`src/design/vsfp_pkg.sv`:
```
`default_nettype none

package vsfp_pkg;

    // Configuration port
    localparam int unsigned CFG_IDX_W  = 3;
    localparam int unsigned CFG_DATA_W = 8;

    typedef enum logic [CFG_IDX_W-1:0] {
        REG_START_MARKER = 3'd0,
        REG_END_MARKER   = 3'd1,
        REG_PULSE_MIN    = 3'd2,
        REG_PULSE_MAX    = 3'd3,
        REG_OXYGEN_MIN   = 3'd4,
        REG_OXYGEN_MAX   = 3'd5,
        REG_HEAT_MIN     = 3'd6,
        REG_HEAT_MAX     = 3'd7
    } reg_index_t;

    // Register reset values
    localparam logic [7:0] RST_START_MARKER = 8'd0;
    localparam logic [7:0] RST_END_MARKER   = 8'd0;
    localparam logic [7:0] RST_PULSE_MIN    = 8'd40;
    localparam logic [7:0] RST_PULSE_MAX    = 8'd90;
    localparam logic [7:0] RST_OXYGEN_MIN   = 8'd75;
    localparam logic [7:0] RST_OXYGEN_MAX   = 8'd100;
    localparam logic [7:0] RST_HEAT_MIN     = 8'd20;
    localparam logic [7:0] RST_HEAT_MAX     = 8'd40;

    // Frame layout: four 32-bit words, sent LSB first
    localparam int unsigned WORD_CNT = 4;
    localparam int unsigned BYTE_CNT_W = 4;
    localparam logic [1:0] WORD_ID     = 2'd0;
    localparam logic [1:0] WORD_HEAT   = 2'd1;
    localparam logic [1:0] WORD_PULSE  = 2'd2;
    localparam logic [1:0] WORD_OXYGEN = 2'd3;
    localparam logic [BYTE_CNT_W-1:0] LAST_BODY_BYTE = 4'd15;

    // Divide by 1000 through a reciprocal multiply. Only dividends below
    // 2^18 can give a quotient that fits a window (quotient <= 262), and
    // with a 28-bit shift the rounding error stays below one LSB there.
    localparam int unsigned SCALE_DIV   = 1000;
    localparam int unsigned DIVIDEND_W  = 18;
    localparam int unsigned RECIP_SHIFT = 28;
    localparam int unsigned RECIP_W     = 19;
    localparam int unsigned RECIP_MULT  =
        ((1 << RECIP_SHIFT) + SCALE_DIV - 1) / SCALE_DIV;
    localparam int unsigned PROD_W      = DIVIDEND_W + RECIP_W;
    localparam int unsigned QUOT_W      = 9;

    typedef enum logic [1:0] {
        ST_HUNT,
        ST_BODY,
        ST_FINGER,
        ST_CLOSE
    } state_t;

    typedef struct packed {
        logic body_wr;
        logic finger_wr;
        logic close_fire;
    } frame_ctl_t;

endpackage

`default_nettype wire

```
`src/design/vital_signs_frame_parser_core.sv`:
```
`default_nettype none

// Vital-signs frame parser. Takes one received byte per item on the input
// channel and accepts an item every clock cycle. In the hunt state bytes are
// dropped until one equals start_marker; the next 16 bytes form four
// little-endian words (device id, temperature, heart rate, saturation), then
// one finger-status byte and one closing byte follow. A start marker inside a
// frame is plain data. The closing byte produces one result item, held in the
// output register from the next cycle on. frame_ok is set when the closing
// byte equals end_marker; only then are temperature and saturation divided by
// 1000. A zero finger byte zeroes heart rate and saturation, and each vital
// is zeroed unless its value, after any divide, lies in its inclusive window (an
// empty window always gives zero). The input stalls only while a result sits
// in the output register with the output stalled; otherwise the rate is one
// byte per cycle, set by the single output register. Configuration writes
// take effect at the next edge and belong in idle periods.
module vital_signs_frame_parser_core (
    input  logic                                clk,
    input  logic                                rst_n,
    input  logic                                in_valid,
    output logic                                in_stall,
    input  logic [7:0]                          rx_byte,
    output logic                                out_valid,
    input  logic                                out_stall,
    output logic [31:0]                         device_id,
    output logic [7:0]                          temperature,
    output logic [7:0]                          pulse,
    output logic [7:0]                          oxygen,
    output logic [7:0]                          finger_present,
    output logic                                frame_ok,
    input  logic                                cfg_we,
    input  logic [vsfp_pkg::CFG_IDX_W-1:0]      cfg_index,
    input  logic [vsfp_pkg::CFG_DATA_W-1:0]     cfg_data
);
    import vsfp_pkg::*;

    // Window check, with optional divide by 1000 ahead of it
    function automatic logic [7:0] check_vital(
        input logic [31:0] v,
        input logic        scale,
        input logic [7:0]  lo,
        input logic [7:0]  hi
    );
        logic [PROD_W-1:0] prod;
        logic [QUOT_W-1:0] val;
        logic              fits;
        prod = {{RECIP_W{1'b0}}, v[DIVIDEND_W-1:0]}
             * {{DIVIDEND_W{1'b0}}, RECIP_MULT[RECIP_W-1:0]};
        if (scale)
        begin
            fits = (v[31:DIVIDEND_W] == '0);
            val  = prod[RECIP_SHIFT +: QUOT_W];
        end
        else
        begin
            fits = (v[31:8] == '0);
            val  = {1'b0, v[7:0]};
        end
        if (fits && (val >= {1'b0, lo}) && (val <= {1'b0, hi}))
            return val[7:0];
        return 8'd0;
    endfunction

    // Configuration registers
    logic [7:0] start_marker_reg, end_marker_reg;
    logic [7:0] pulse_min_reg, pulse_max_reg;
    logic [7:0] oxygen_min_reg, oxygen_max_reg;
    logic [7:0] heat_min_reg, heat_max_reg;

    // Frame control
    state_t                 state_reg, state_next;
    logic [BYTE_CNT_W-1:0]  byte_cnt_reg, byte_cnt_next;
    frame_ctl_t             ctl;
    logic                   accept;

    // Frame payload (no reset needed)
    logic [31:0] word_reg [WORD_CNT];
    logic [7:0]  finger_reg;

    // Output register
    logic        out_valid_reg, out_valid_next;
    logic [31:0] device_id_reg;
    logic [7:0]  temperature_reg, pulse_reg, oxygen_reg, finger_out_reg;
    logic        frame_ok_reg;
    logic        close_ok;

    assign in_stall = out_valid_reg & out_stall;
    assign accept   = in_valid & ~in_stall;
    assign close_ok = (rx_byte == end_marker_reg);

    always_ff @(posedge clk or negedge rst_n)
    begin
        if (!rst_n)
        begin
            start_marker_reg <= RST_START_MARKER;
            end_marker_reg   <= RST_END_MARKER;
            pulse_min_reg    <= RST_PULSE_MIN;
            pulse_max_reg    <= RST_PULSE_MAX;
            oxygen_min_reg   <= RST_OXYGEN_MIN;
            oxygen_max_reg   <= RST_OXYGEN_MAX;
            heat_min_reg     <= RST_HEAT_MIN;
            heat_max_reg     <= RST_HEAT_MAX;
        end
        else if (cfg_we)
        begin
            case (cfg_index)
                REG_START_MARKER: start_marker_reg <= cfg_data;
                REG_END_MARKER:   end_marker_reg   <= cfg_data;
                REG_PULSE_MIN:    pulse_min_reg    <= cfg_data;
                REG_PULSE_MAX:    pulse_max_reg    <= cfg_data;
                REG_OXYGEN_MIN:   oxygen_min_reg   <= cfg_data;
                REG_OXYGEN_MAX:   oxygen_max_reg   <= cfg_data;
                REG_HEAT_MIN:     heat_min_reg     <= cfg_data;
                REG_HEAT_MAX:     heat_max_reg     <= cfg_data;
                default:          ;
            endcase
        end
    end

    // Next state
    always_comb
    begin
        state_next = state_reg;
        case (state_reg)
            ST_HUNT:
                if (accept && (rx_byte == start_marker_reg))
                    state_next = ST_BODY;
            ST_BODY:
                if (accept && (byte_cnt_reg == LAST_BODY_BYTE))
                    state_next = ST_FINGER;
            ST_FINGER:
                if (accept)
                    state_next = ST_CLOSE;
            ST_CLOSE:
                if (accept)
                    state_next = ST_HUNT;
            default:
                state_next = ST_HUNT;
        endcase
    end

    // State outputs
    always_comb
    begin
        ctl = '0;
        case (state_reg)
            ST_BODY:   ctl.body_wr    = accept;
            ST_FINGER: ctl.finger_wr  = accept;
            ST_CLOSE:  ctl.close_fire = accept;
            default:   ctl = '0;
        endcase
    end

    // Counter wraps 15 -> 0, so it is zero again when the body ends
    assign byte_cnt_next = ctl.body_wr ? byte_cnt_reg + 1'b1 : byte_cnt_reg;

    always_ff @(posedge clk or negedge rst_n)
    begin
        if (!rst_n)
        begin
            state_reg    <= ST_HUNT;
            byte_cnt_reg <= '0;
        end
        else
        begin
            state_reg    <= state_next;
            byte_cnt_reg <= byte_cnt_next;
        end
    end

    // Byte lanes: every lane of every word is rewritten before the close
    always_ff @(posedge clk)
    begin
        if (ctl.body_wr)
            word_reg[byte_cnt_reg[3:2]][{byte_cnt_reg[1:0], 3'b000} +: 8] <= rx_byte;
        if (ctl.finger_wr)
            finger_reg <= rx_byte;
    end

    // Output register; close_fire implies the slot is free
    always_comb
    begin
        out_valid_next = out_valid_reg;
        if (ctl.close_fire)
            out_valid_next = 1'b1;
        else if (out_valid_reg && !out_stall)
            out_valid_next = 1'b0;
    end

    always_ff @(posedge clk or negedge rst_n)
    begin
        if (!rst_n)
            out_valid_reg <= 1'b0;
        else
            out_valid_reg <= out_valid_next;
    end

    always_ff @(posedge clk)
    begin
        if (ctl.close_fire)
        begin
            device_id_reg   <= word_reg[WORD_ID];
            temperature_reg <= check_vital(word_reg[WORD_HEAT], close_ok,
                                           heat_min_reg, heat_max_reg);
            pulse_reg       <= (finger_reg == 8'd0) ? 8'd0 :
                               check_vital(word_reg[WORD_PULSE], 1'b0,
                                           pulse_min_reg, pulse_max_reg);
            oxygen_reg      <= (finger_reg == 8'd0) ? 8'd0 :
                               check_vital(word_reg[WORD_OXYGEN], close_ok,
                                           oxygen_min_reg, oxygen_max_reg);
            finger_out_reg  <= finger_reg;
            frame_ok_reg    <= close_ok;
        end
    end

    assign out_valid      = out_valid_reg;
    assign device_id      = device_id_reg;
    assign temperature    = temperature_reg;
    assign pulse          = pulse_reg;
    assign oxygen         = oxygen_reg;
    assign finger_present = finger_out_reg;
    assign frame_ok       = frame_ok_reg;

endmodule

`default_nettype wire

```
`config.mk`:
```
export PLATFORM = sky130hd
export DESIGN_NAME = vital_signs_frame_parser_core
export DESIGN_NICKNAME = d
export VERILOG_FILES = /design/src/design/vsfp_pkg.sv /design/src/design/vital_signs_frame_parser_core.sv
export SDC_FILE = /design/constraint.sdc
export NUM_CORES = 1
export LEC_CHECK = 0
export BUFFER_PORTS_ARGS = -buffer_cell sky130_fd_sc_hd__buf_2
export CORE_MARGIN = 2
export CORE_UTILIZATION = 43
export DETAILED_ROUTE_END_ITERATION = 10
export PLACE_DENSITY = 0.58
export SETUP_SLACK_MARGIN = 0.1
export SYNTH_ARGS = -nofsm -noshare
export SYNTH_HDL_FRONTEND = slang
export SYNTH_SLANG_ARGS = --single-unit
```
`constraint.sdc`:
```
create_clock -name clk -period 7.64 [get_ports clk]
set_input_delay 1.528 -clock clk [delete_from_list [all_inputs] [get_ports clk]]
set_output_delay 1.528 -clock clk [all_outputs]
set_load 0.005 [all_outputs]
```
==> results of run 1 <==
cell type report:
type	count	area share
multi-input cells	962	0.4656
flip-flops and latches	272	0.3744
inverters	295	0.05292
well taps	585	0.03498
clock buffers	31	0.03396
repair buffers	116	0.03085
clock inverters	19	0.007235
diodes	1	0.0001196
through the flow:
stage          hold slack [ns]  cell area [um2]    util  instances  setup WS (ns)
2_1_floorplan           0.4003            18710       -       1544          1.154
3_3_place_gp            0.4068            20040  0.4663       2230         0.3244
3_5_place_dp            0.4045            20040  0.4663       2230         0.2154
4_1_cts                 0.4208            20910  0.4864       2280         0.2189
5_1_grt                 0.4256            20920  0.4868       2280        0.08036
6_report                0.4182            20930  0.4868       2281         0.4657
worst max-delay path, stage by stage (launching register included):
cell	delay, ns
sky130_fd_sc_hd__edfxtp_1	0.54
sky130_fd_sc_hd__ha_1	0.35
sky130_fd_sc_hd__ha_1	0.14
sky130_fd_sc_hd__inv_1	0.05
sky130_fd_sc_hd__fa_1	0.49
sky130_fd_sc_hd__fa_1	0.49
sky130_fd_sc_hd__inv_1	0.05
sky130_fd_sc_hd__fa_1	0.52
sky130_fd_sc_hd__inv_1	0.05
sky130_fd_sc_hd__fa_1	0.52
sky130_fd_sc_hd__inv_1	0.04
sky130_fd_sc_hd__ha_1	0.29
sky130_fd_sc_hd__a211oi_1	0.24
sky130_fd_sc_hd__o21ai_1	0.10
sky130_fd_sc_hd__nor4_1	0.26
sky130_fd_sc_hd__a311oi_2	0.14
sky130_fd_sc_hd__buf_4	0.19
sky130_fd_sc_hd__a221oi_4	0.38
sky130_fd_sc_hd__o21ai_0	0.16
sky130_fd_sc_hd__a31oi_2	0.33
sky130_fd_sc_hd__ha_1	0.29
sky130_fd_sc_hd__o211ai_1	0.10
sky130_fd_sc_hd__nor4_1	0.38
sky130_fd_sc_hd__o311ai_0	0.26
sky130_fd_sc_hd__a21oi_1	0.22
sky130_fd_sc_hd__o221ai_2	0.20
sky130_fd_sc_hd__and2b_1	0.24
final timing paths:
check                                               endpoint  slack [ns]  cells past startpoint
worst max-delay path                 oxygen[1]$_SDFFCE_PP0P_        0.47                     26
worst max register to register       oxygen[1]$_SDFFCE_PP0P_        0.47                     26
min in group asynchronous              out_valid$_DFFE_PN0P_        1.18                      2
max in group asynchronous       pulse_min_reg[1]$_DFFE_PN0P_        5.83                      2
worst min-delay path                 device_id[31]$_DFFE_PP_        0.42                      0
worst min register to register       device_id[31]$_DFFE_PP_        0.42                      0
where the power goes:
group	switching, uW	internal, uW
combinational	937	637
sequential	114	1870
clock	590	712
total	1640	3220
routing by layer:
metal | part of all wire | global-route usage
met4 | 0.024 | 0.05522
met5 | 0 | 0
met1 | 0.47 | 0.2795
met2 | 0.48 | 0.3359
met3 | 0.034 | 0.02245
what timing repair did:
| action | in CTS | in global routing |
|---|---|---|
| resized for setup | 0 | 2 |
| buffers inserted | 0 | 0 |
| endpoints found under the setup margin | 0 | 8 |
logic make-up (layout without fill, tap and decap cells):
logic type / count (synthesis) / in the layout
adders and majority gates: 451 / 451
buffers and inverters: 310 / 461
DFF: 272 / 272
and+or+nand+nor: 266 / 266
AOI/OAI and AO/OA: 168 / 168
muxes: 53 / 53
xor gates and xnor gates: 24 / 24
other: 0 / 1
Yosys cell counts, drive strengths merged, types with 3 or more instances:
| cell | number | area share |
|---|---|---|
| ha | 359 | 0.24 |
| inv | 295 | 0.059 |
| edfxtp | 201 | 0.32 |
| fa | 92 | 0.098 |
| nand2 | 58 | 0.012 |
| dfrtp | 54 | 0.072 |
| and2 | 51 | 0.017 |
| mux2 | 51 | 0.031 |
| o21ai | 41 | 0.011 |
| a21oi | 38 | 0.010 |
| nor2 | 31 | 0.0062 |
| nor4 | 25 | 0.0092 |
| a21o | 19 | 0.0076 |
| nand3 | 18 | 0.0051 |
| dfstp | 17 | 0.024 |
| nand4 | 17 | 0.0057 |
| xor2 | 16 | 0.0075 |
| clkbuf | 15 | 0.0030 |
| nor2b | 13 | 0.0043 |
| o21a | 13 | 0.0052 |
| and3 | 12 | 0.0043 |
| nor3 | 12 | 0.0032 |
| a31oi | 10 | 0.0033 |
| a211oi | 9 | 0.0036 |
| xnor2 | 8 | 0.0037 |
| nor3b | 7 | 0.0028 |
| nand2b | 5 | 0.0017 |
| o211ai | 5 | 0.0020 |
| nand4b | 4 | 0.0019 |
| o21bai | 4 | 0.0016 |
| or4 | 4 | 0.0016 |
| a211o | 3 | 0.0014 |
| o22ai | 3 | 0.0010 |
| o31ai | 3 | 0.0012 |
| or3 | 3 | 0.0010 |
==> impl_metrics.yaml, run 1 <==
timing:
  setup_viol_count_final: 0
  final.period_utilization: 0.9390
  hold_violations: 0
  worst_slew_margin_rel: 0.2437
  worst_slew_pin_slew_ns: 1.126
  setup_repair_after_global_routing_missed_its_margin: "false"
  timing.setup.tns_ns: 0
  maxSlewViolCount: 0
  post-route-min-period_ns: 7.174
  clock_skew_ns: 0.01893
  fmaxAchievable_ghz: 0.1394
cells_and_area:
  final-seq-area_um2: 7834
  largest_register_ffs: 128
  fillCellCount: 3942
  layout.cells.most_common_list: "sky130_fd_sc_hd__ha_1 (359), sky130_fd_sc_hd__inv_1 (295), sky130_fd_sc_hd__edfxtp_1 (201)"
  final_common_cell: "sky130_fd_sc_hd__ha_1"
  multi_input_area_um2: 9742
  syn_to_final_growth_pct: 11.84
  post_route_cells_drive_above_1_share: 0.1428
  final_nets: 2149
worst_setup_path:
  worstSetupPathType: "flip-flop to flip-flop"
  startpoint_type: "flip-flop"
  crit_required_ns: 8.06
  reg_to_reg_startpoint: "word_reg[3][6]$_DFFE_PP_"
  worstSetupStartpoint: "word_reg[3][6]$_DFFE_PP_"
  endpoint_kind: "flip-flop"
  crit_fanout: 8
  critical_path_arrival_ns: 7.60
routing:
  ant_nets: 0
  avgViaCountPerCell: 5.134
  via_count: 11710
  drt_iter0_drc: 552
  detail_route.drc_violations: 0
  drt_pre_antenna_iters: 5
  wl_per_cell_um: 19.45
  totalWireLength_um: 44370
synthesis:
  synth_area_in_compound_gates: 0.05911
  adder_and_majority_cell_fraction_of_the_synthesized_area: 0.3385
  synth_cell_type_count: 61
  yosysSeqAreaShare: 0.4187
  synth.area.mux_share: 0.03176
  synth_enable_flop_cells: 201
  asyncSetResetFlopFracSynth: 0.2610
  synth_xor_xnor_area_share: 0.01123
  synth_ff_type: "sky130_fd_sc_hd__edfxtp_1"
  post_synth_instance_area_um2: 18710
  ys_ff_latch: 272
  synthesis.area_per_instance_um2: 12.12
  gate_count_after_technology_mapping: 1544
  ys.warnings.count: 0
  area_share_of_and_or_nand_nor_cells_after_synthesis: 0.07851
  synth_top_family_by_area: "adder cells"
  synth_nets: 2019
floorplan:
  die_height_um: 212.6
  design.portCount: 91
  fp.coreArea_um2: 42980
  design.die.area_um2: 45200
  die-width_um: 212.6
  floorplan.initialDensity: 0.4353
  std_cell_rows: 76
grt:
  grt_pass1_wl_um: 68850
  grt_max_degree: 72
  gr-total-overflow: 0
  grt_antenna_before_repair: 0
  first_global_vias: 12150
  groute.usage.overall: 0.2016
placed_design:
  dp_wirelength_um: 34470
  gpl.final_weighted_congestion: 0.8577
  place.port_buffers: 90
pwr:
  leakage_uw: 0.009816
  worst_vdd_ir_uv: 207.6
  total_power_uw: 4860
  power_density_nw_per_um2: 232.2
clock_tree:
  max-clock-path-buffers: 3
  clock_root_buffer: "sky130_fd_sc_hd__clkbuf_16"
  cts_hold_buffers: 0
  cts_htree_levels: 1
  cts_buffers: 27
  cts_sinks: 272
  worst_skew_pair.late_latency_ns: 0.56
  tritoncts: "built"
  worst_setup_hold_path_clk_slew_ns: 0.07
run_status:
  outcome: "completed"
worst_hold_path:
  min_path_type: "flip-flop to flip-flop"
  hold_crit_start: "word_reg[0][31]$_DFFE_PP_"
run:
  drv_cap: 0
No activity file was read; power rests on OpenSTA's default activity.
==> inputs of run 2 (changes only) <==
Settings changed: CTS_BUF_LIST set to sky130_fd_sc_hd__clkbuf_16.
==> impl_metrics.yaml, run 2 (synthesized netlist as in run 1, its figures left out) <==
clock_tree:
  cts_htree_levels: 1
  cts_buffers: 27
  worst_setup_hold_path_clk_slew_ns: 0.07
  cts_hold_buffers: 0
  max-clock-path-buffers: 3
  clock_root_buffer: "sky130_fd_sc_hd__clkbuf_16"
  worst_skew_pair.late_latency_ns: 0.56
  cts_sinks: 272
  tritoncts: "built"
  post_cts_setup_driven_buffer_insertion_count: 0
timing:
  finalWorstSetupSlack_ns: 0.4470
  worst_slew_pin_slew_ns: 1.128
  fmaxAchievable_ghz: 0.1390
  worst_slew_margin_rel: 0.2467
  clock_skew_ns: 0.02159
  hold_violations: 0
  maxSlewViolCount: 0
  timing.setup.tns_ns: 0
  setup_viol_count_final: 0
  setup_repair_after_global_routing_missed_its_margin: "false"
  post-route-min-period_ns: 7.193
  final.period_utilization: 0.9415
cells_and_area:
  final_common_cell: "sky130_fd_sc_hd__ha_1"
  fillCellCount: 3942
  stdcell_count: 2281
  final_core_util: 0.4864
  syn_to_final_growth_pct: 11.73
  largest_register_ffs: 128
  layout.cells.most_common_list: "sky130_fd_sc_hd__ha_1 (359), sky130_fd_sc_hd__inv_1 (297), sky130_fd_sc_hd__edfxtp_1 (201)"
  post_route_cells_drive_above_1_share: 0.1416
  final_nets: 2149
routing:
  drt_iter0_drc: 578
  wl_per_cell_um: 19.44
  drt_pre_antenna_iters: 4
  ant_nets: 0
  detail_route.drc_violations: 0
  avgViaCountPerCell: 5.133
  via_count: 11710
  totalWireLength_um: 44340
floorplan:
  design.die.area_um2: 45200
  floorplan.initialDensity: 0.4353
  die-width_um: 212.6
  design.portCount: 91
  std_cell_rows: 76
  fp.coreArea_um2: 42980
  die_height_um: 212.6
grt:
  first_global_vias: 12150
  groute.usage.overall: 0.2016
  gr-total-overflow: 0
  grt_max_degree: 72
  grt_pass1_wl_um: 68820
  grt_antenna_before_repair: 0
pwr:
  worst_vdd_ir_uv: 207.9
  power_density_nw_per_um2: 231.5
  total_power_uw: 4840
  leakage_uw: 0.009813
worst_setup_path:
  worst-r2r-setup-slack_ns: 0.45
  crit_fanout: 8
  critical_path_arrival_ns: 7.61
  endpoint_kind: "flip-flop"
  worstSetupPathType: "flip-flop to flip-flop"
  startpoint_type: "flip-flop"
  reg_to_reg_startpoint: "word_reg[3][6]$_DFFE_PP_"
  r2r.worst_path.cells: 26
  crit_required_ns: 8.06
  rr_endpoint: "oxygen[1]$_SDFFCE_PP0P_"
worst_hold_path:
  whs_endpoint: "device_id[31]$_DFFE_PP_"
  hold_path_depth: 0
  hold_crit_start: "word_reg[0][31]$_DFFE_PP_"
  min_path_type: "flip-flop to flip-flop"
run:
  drv_cap: 0
placed_design:
  dp.cells: 2230
  dp_wirelength_um: 34470
  gpl.final_weighted_congestion: 0.8577
  pre_cts_ws_ns: 0.2154
  place.port_buffers: 90
run_status:
  outcome: "completed"
## run 2: how the worst max path moves through the flow
stage | to | cells past startpoint | slack, ns | from
detailed placement | oxygen[4]$_SDFFCE_PP0P_ | 26 | 0.22 | word_reg[3][3]$_DFFE_PP_
global placement | oxygen[4]$_SDFFCE_PP0P_ | 26 | 0.32 | word_reg[3][3]$_DFFE_PP_
floorplan | temperature[6]$_SDFFCE_PN0P_ | 27 | 1.15 | word_reg[1][6]$_DFFE_PP_
global route | oxygen[4]$_SDFFCE_PP0P_ | 26 | 0.08 | word_reg[3][6]$_DFFE_PP_
finish | oxygen[1]$_SDFFCE_PP0P_ | 26 | 0.45 | word_reg[3][6]$_DFFE_PP_
CTS | oxygen[4]$_SDFFCE_PP0P_ | 26 | 0.22 | word_reg[3][3]$_DFFE_PP_
## run 2: area by class of cell
type                            count  area [um2]  area share
Sequential cell                   272        7834      0.3747
Tap cell                          585       732.0     0.03501
Timing Repair Buffer              116       645.6     0.03088
Inverter                          295        1107     0.05297
Clock buffer                       27       675.6     0.03232
Multi-Input combinational cell    962        9742      0.4660
Antenna cell                        1       2.502   0.0001197
Clock inverter                     23       166.4    0.007960
## run 2: routing by layer
layer  global-route usage  part of all wire  routed length, um
met1               0.2792              0.47              20630
met2               0.3359              0.47              21040
met3              0.02275             0.036               1583
met4              0.05498             0.024               1086
met5                    0                 0                  0
## run 2: through the flow
stage,hold WS (ns),instance area (um2)
floorplan,0.4003,18710
detailed placement,0.4045,20040
finish,0.4182,20910
CTS,0.4208,20890
global placement,0.4068,20040
global route,0.4256,20900
## run 2: timing repair
action / in CTS / in global routing
endpoints found under the hold margin: 0 / 0
resized for setup: 0 / 2
setup endpoints to repair: 0 / 8
## run 2: critical path, cell delays in order (launching register included)
cell                       delay (ns)
sky130_fd_sc_hd__edfxtp_1        0.54
sky130_fd_sc_hd__ha_1            0.35
sky130_fd_sc_hd__ha_1            0.14
sky130_fd_sc_hd__inv_1           0.05
sky130_fd_sc_hd__fa_1            0.49
sky130_fd_sc_hd__fa_1            0.49
sky130_fd_sc_hd__inv_1           0.05
sky130_fd_sc_hd__fa_1            0.52
sky130_fd_sc_hd__inv_1           0.05
sky130_fd_sc_hd__fa_1            0.52
sky130_fd_sc_hd__inv_1           0.04
sky130_fd_sc_hd__ha_1            0.29
sky130_fd_sc_hd__a211oi_1        0.24
sky130_fd_sc_hd__o21ai_1         0.10
sky130_fd_sc_hd__nor4_1          0.26
sky130_fd_sc_hd__a311oi_2        0.14
sky130_fd_sc_hd__buf_4           0.19
sky130_fd_sc_hd__a221oi_4        0.38
sky130_fd_sc_hd__o21ai_0         0.16
sky130_fd_sc_hd__a31oi_2         0.33
sky130_fd_sc_hd__ha_1            0.29
sky130_fd_sc_hd__o211ai_1        0.10
sky130_fd_sc_hd__nor4_1          0.39
sky130_fd_sc_hd__o311ai_0        0.26
sky130_fd_sc_hd__a21oi_1         0.22
sky130_fd_sc_hd__o221ai_2        0.20
sky130_fd_sc_hd__and2b_1         0.24
## run 2: report_power, final
group / internal [uW] / switching, uW / total [uW]
Sequential: 1870 / 114 / 1980
Combinational: 637 / 938 / 1580
Clock: 689 / 592 / 1280
Total: 3200 / 1640 / 4840
